File: config.mk
export PLATFORM = sky130hd
export DESIGN_NAME = saps_div
export DESIGN_NICKNAME = d
export VERILOG_FILES = /design/src/sv/saps_pkg.sv /design/src/sv/saps_div.sv
export SDC_FILE = /design/constraint.sdc
export NUM_CORES = 1
export LEC_CHECK = 0
export ABC_AREA = 1
export BUFFER_PORTS_ARGS = -buffer_cell sky130_fd_sc_hd__buf_4
export CORE_UTILIZATION = 45
export DETAILED_ROUTE_END_ITERATION = 6
export PLACE_DENSITY = 0.64
export SYNTH_ARGS = -nofsm -noshare
export SYNTH_HDL_FRONTEND = slang
export SYNTH_SLANG_ARGS = --single-unit
File: constraint.sdc
create_clock -name clk -period 5.11 [get_ports clk]
set_input_delay 0 -clock clk [delete_from_list [all_inputs] [get_ports clk]]
set_output_delay 0 -clock clk [all_outputs]
set_load 0.03 [all_outputs]
File: src/sv/saps_pkg.sv
// shared types and constants for the axis position sequencer
package saps_pkg;

  localparam int AXES = 6;
  localparam int AXW  = 3;
  localparam int BACKLASH_MARGIN = 4;
  localparam int FINE_WINDOW = 2;

  typedef enum logic [3:0] {
    OP_TICK = 4'd0, OP_STAGE = 4'd1, OP_COMMIT_REL = 4'd2, OP_COMMIT_ENC = 4'd3,
    OP_SINGLE = 4'd4, OP_STOP_AXIS = 4'd5, OP_STOP_ALL = 4'd6, OP_CHASE_ON = 4'd7,
    OP_CHASE_OFF = 4'd8
  } opcode_t;

  localparam logic [2:0] M_STANDBY = 3'd0;
  localparam logic [2:0] M_CHASE   = 3'd1;
  localparam logic [2:0] M_STEP    = 3'd2;
  localparam logic [2:0] M_QUICK   = 3'd3;
  localparam logic [2:0] M_FINE    = 3'd4;

  localparam logic [1:0] REG_MAX_STEPS = 2'd0;
  localparam logic [1:0] REG_FORCE_GAIN = 2'd1;
  localparam logic [1:0] REG_ENC_GAIN = 2'd2;

  typedef struct packed {
    logic [3:0]         opcode;
    logic [2:0]         axis;
    logic signed [31:0] value;
    logic signed [31:0] encoder_now;
    logic signed [31:0] force_now;
    logic               low_switch;
    logic               high_switch;
  } in_item_t;

  typedef struct packed {
    logic               accepted;
    logic [2:0]         axis_out;
    logic signed [15:0] steps_out;
    logic [2:0]         mode_out;
    logic signed [31:0] queued_out;
    logic               low_limit_hit;
    logic               high_limit_hit;
    logic               unstable;
    logic [15:0]        unstable_count;
  } out_item_t;

  // divider request and status between sequencer and divider
  typedef struct packed {
    logic        start;
    logic [46:0] dividend;
    logic [31:0] divisor;
  } div_req_t;

  typedef struct packed {
    logic        done;
    logic [46:0] quotient;
  } div_rsp_t;

endpackage

File: src/sv/saps_div.sv
// radix-2 restoring divider, one quotient bit per cycle
module saps_div
  import saps_pkg::*;
(
  input  logic     clk,
  input  logic     rst_n,
  input  div_req_t req,
  output div_rsp_t rsp
);

  logic [46:0] quo_r, quo_nxt;
  logic [32:0] rem_r, rem_nxt;
  logic [31:0] den_r, den_nxt;
  logic [5:0]  cnt_r, cnt_nxt;
  logic        busy_r, busy_nxt;
  logic        done_r, done_nxt;
  logic [33:0] trial;

  // load on start, else one shift-subtract step
  always_comb begin
    quo_nxt  = quo_r;
    rem_nxt  = rem_r;
    den_nxt  = den_r;
    cnt_nxt  = cnt_r;
    busy_nxt = busy_r;
    done_nxt = 1'b0;
    trial    = {rem_r, quo_r[46]} - {2'b00, den_r};
    if (req.start) begin
      quo_nxt  = req.dividend;
      rem_nxt  = '0;
      den_nxt  = req.divisor;
      cnt_nxt  = 6'd47;
      busy_nxt = 1'b1;
    end else if (busy_r) begin
      if (!trial[33]) begin
        rem_nxt = trial[32:0];
        quo_nxt = {quo_r[45:0], 1'b1};
      end else begin
        rem_nxt = {rem_r[31:0], quo_r[46]};
        quo_nxt = {quo_r[45:0], 1'b0};
      end
      cnt_nxt = cnt_r - 6'd1;
      if (cnt_r == 6'd1) begin
        busy_nxt = 1'b0;
        done_nxt = 1'b1;
      end
    end
  end

  always_ff @(posedge clk) begin
    if (!rst_n) begin
      busy_r <= 1'b0;
      done_r <= 1'b0;
      cnt_r  <= '0;
    end else begin
      busy_r <= busy_nxt;
      done_r <= done_nxt;
      cnt_r  <= cnt_nxt;
    end
    quo_r <= quo_nxt;
    rem_r <= rem_nxt;
    den_r <= den_nxt;
  end

  assign rsp.done     = done_r;
  assign rsp.quotient = quo_r;

endmodule

==> impl_summary.log <==
INFO  metric synth_largest_type_area_fraction = 0.305
INFO  metric multiInputGateArea = 3640 um2
INFO  metric final_max_slew_viol_count = 0
INFO  metric grt_antenna_before_repair = 0
INFO  metric final_period_utilization = 0.572
INFO  metric worstPathMaxFanout = 21
INFO  metric design.final.nets = 1445
INFO  metric syn-cell-area = 7770 um2
INFO  metric reg2regPathDepth = 12
INFO  metric die_w = 133 um
INFO  metric critical_path_arrival = 3.22 ns
INFO  metric synthDominantAreaCellType = edfxtp_1
INFO  metric fillerInstances = 1577
INFO  metric firstDrtPassIters = 5
INFO  metric cts_max_path_buffers = 2
INFO  metric asyncSetResetFlopFracSynth = 0
INFO  metric ioPinCount = 130
INFO  metric drive_above_1_share = 0.151
INFO  metric worst_ep_required_time = 5.41 ns
INFO  metric number_of_vias_in_the_routed_layout = 7436
INFO  metric r2r_setup_slack = 2.19 ns
INFO  metric layout.area.seq = 3190 um2
INFO  metric global_route.usage.total = 0.255
INFO  metric placeableCoreArea = 16700 um2
INFO  metric num_rows = 47
INFO  metric synthesis.instances = 1123
INFO  metric clk_latency = 0.43 ns
INFO  metric finalHoldViolations = 0
INFO  metric synth_nets = 1240
INFO  metric synth_top_flop_cell = edfxtp_1
INFO  metric average_via_count_per_standard_cell = 4.76
INFO  metric average_routed_wire_per_standard_cell = 13.9 um
INFO  metric p_leak = 5.54 nW
INFO  metric layout_setup_ws = 2.19 ns
INFO  metric synth.area.top_cells = edfxtp_1 31%, nand2_1 23%, dfxtp_1 11%, inv_1 10%, nand3_1 6.2%
INFO  metric grt_start_max_net_pins = 72
INFO  metric cts_tree = yes
INFO  metric tritoncts_num_sinks = 120
INFO  metric normalized_max_slew_margin = 0.344
INFO  metric synth_seq_cells = 120
INFO  metric drc_violations_left = 0
INFO  metric globalRoute.totalOverflow = 0
INFO  metric setup-violations-final = 0
INFO  metric wirelength = 21700 um
INFO  metric effective_utilization_at_floorplan = 0.465
INFO  metric synth.most_common_cell = nand2_1
INFO  metric finalClockSkew = 0.0201 ns
INFO  metric cp-start-kind = flip-flop
INFO  metric maxCapViolations = 0
INFO  metric syn_avg_cell_area = 6.92 um2
INFO  metric cell_area_power_density = 264 nW/um2
INFO  metric yosysUniqueCellTypes = 37
INFO  metric place_worst_setup_slack = 2.28 ns
INFO  metric die_h = 133 um
INFO  metric synthesis.yosys.warnings = 0
INFO  metric max-vdd-ir-drop = 215 uV
INFO  metric synth.cells.most_frequent = 479 x nand2_1, 209 x inv_1, 96 x nand3_1, 79 x edfxtp_1, 47 x nor2_1
INFO  metric cts.root.buffer_cell = clkbuf_16
INFO  metric cts_made_buffers = 17
INFO  metric worstMarginPinSlew = 0.982 ns
INFO  metric area.growth.synth_to_final = 31.8%
INFO  metric clk_pin_slew = 0.06 ns
INFO  metric regToRegStartpoint = den_r[26]
INFO  metric synth_edf_count = 79
INFO  metric fin_tns_setup = 0 ns
INFO  metric place.gp.congestion = 0.943
INFO  metric grt_setup_unrepaired = false
INFO  metric critPathCaptureType = flip-flop
INFO  metric grt_first_pass_wirelength = 35300 um
INFO  metric result_of_the_run = finished, final reports clean
INFO  metric number_of_global_route_vias_before_repair = 7139
INFO  metric seq_area_frac_synth = 0.411
INFO  metric numPortBuffers = 129
INFO  metric crit-reg2reg-capture = rem_r[11]
INFO  metric place_hpwl = 15300 um
INFO  metric detail_route.iter0.violations = 391
INFO  metric hold_end = den_r[31]
INFO  metric hold-path-cell-count = 2
INFO  metric ant_nets = 0
INFO  metric holdCritPathClass = primary input to flip-flop
INFO  metric max_freq = 342 MHz
INFO  metric worstSetupPathType = flip-flop to flip-flop
INFO  metric h-tree-depth = 4
INFO  metric antenna_cells = 0
INFO  metric min-delay-start = req[31]
INFO  metric area_enclosed_by_the_die_boundary = 17800 um2
INFO  metric post-route-min-period = 2.92 ns
stage by stage:
step           std cells  total power [mW]  cell area, um2  utilization  hold WS (ns)
3_3_place_gp        1448              1.58            8900        0.533         0.178
5_1_grt             1561              2.82           10200        0.613         0.294
2_1_floorplan       1123              1.41            7770            -        0.0989
4_1_cts             1561              2.72           10200        0.613         0.286
3_5_place_dp        1448              1.58            8900        0.533         0.179
6_report            1561              2.71           10200        0.613         0.301
timing repair:
item                                   4_1_cts  5_1_grt
gates resized for setup                      0        0
hold buffers                                81        0
setup buffers                                0        0
endpoints found under the hold margin      102        0
sequential cells by signal, indices dropped and copies added, names as in the netlist:
name	count
den_r	32
rem_r	33
quo_r	47
busy_r	1
cnt_r	6
done_r	1
layout make-up:
cell class,instances,share of cell area
multi-input combinational,764,0.356
sequential,120,0.312
timing repair buffer,213,0.176
inverter,212,0.0777
clock buffer,18,0.0419
tap,220,0.0269
clock inverter,14,0.00990
power by group:
group          switching, mW  internal [mW]
combinational          0.272          0.194
sequential            0.0362           1.11
clock                  0.470          0.620
total                  0.778           1.93
how the worst max path moves through the flow:
stage,to,slack [ns],cells past startpoint,start
CTS,rem_r[11],2.24,12,den_r[26]
floorplan,rem_r[20],2.93,15,quo_r[46]
detailed placement,rem_r[11],2.28,16,den_r[6]
finish,rem_r[11],2.19,12,den_r[26]
global route,rem_r[13],1.94,12,den_r[26]
global placement,rem_r[31],2.35,12,den_r[26]
cell usage in the layout, fill, tap and decap left out, drive strengths merged, types with 2 or more instances in the layout:
master,count
nand2,500
inv,215
buf,132
nand3,101
dlygate4sd3,81
edfxtp,79
nor2,53
dfxtp,41
ha,34
a21oi,21
clkbuf,18
xnor2,10
nand4,9
clkinv,8
nor3,6
xor2,6
and2,5
o21ai,5
clkinvlp,3
and3,2
nand3b,2
a31oi,2
o31ai,2
cells by family (layout without fill, tap and decap cells):
family / count (synthesis) / count (layout) / synth area share
flip-flops: 120 / 120 / 0.411
AO/OA/AOI/OAI: 33 / 33 / 0.0243
AND/OR/NAND/NOR: 680 / 680 / 0.368
buffers and inverters: 239 / 457 / 0.121
adder cells (fa/ha/maj): 35 / 35 / 0.0573
XOR/XNOR: 16 / 16 / 0.0180
metal layers:
metal / share of wire / vias up / global-route usage
li1: - / 3862 / -
met1: 0.45 / 3314 / 0.331
met2: 0.46 / 235 / 0.419
met3: 0.064 / 25 / 0.0571
met4: 0.020 / 0 / 0.0896
met5: 0 / - / 0
worst max-delay path: stages (launching register included):
cell and delay, ns:
edfxtp_1 0.34, inv_1 0.05, ha_1 0.36, a21oi_2 0.25, nor2_1 0.09, o21ai_1 0.14, nand2_1 0.11, nor2_4 0.18
nand3_2 0.43, nand2_2 0.58, nand2_1 0.13, nand3_1 0.09, nand2_1 0.05
Power figures use the tool's default switching activity.
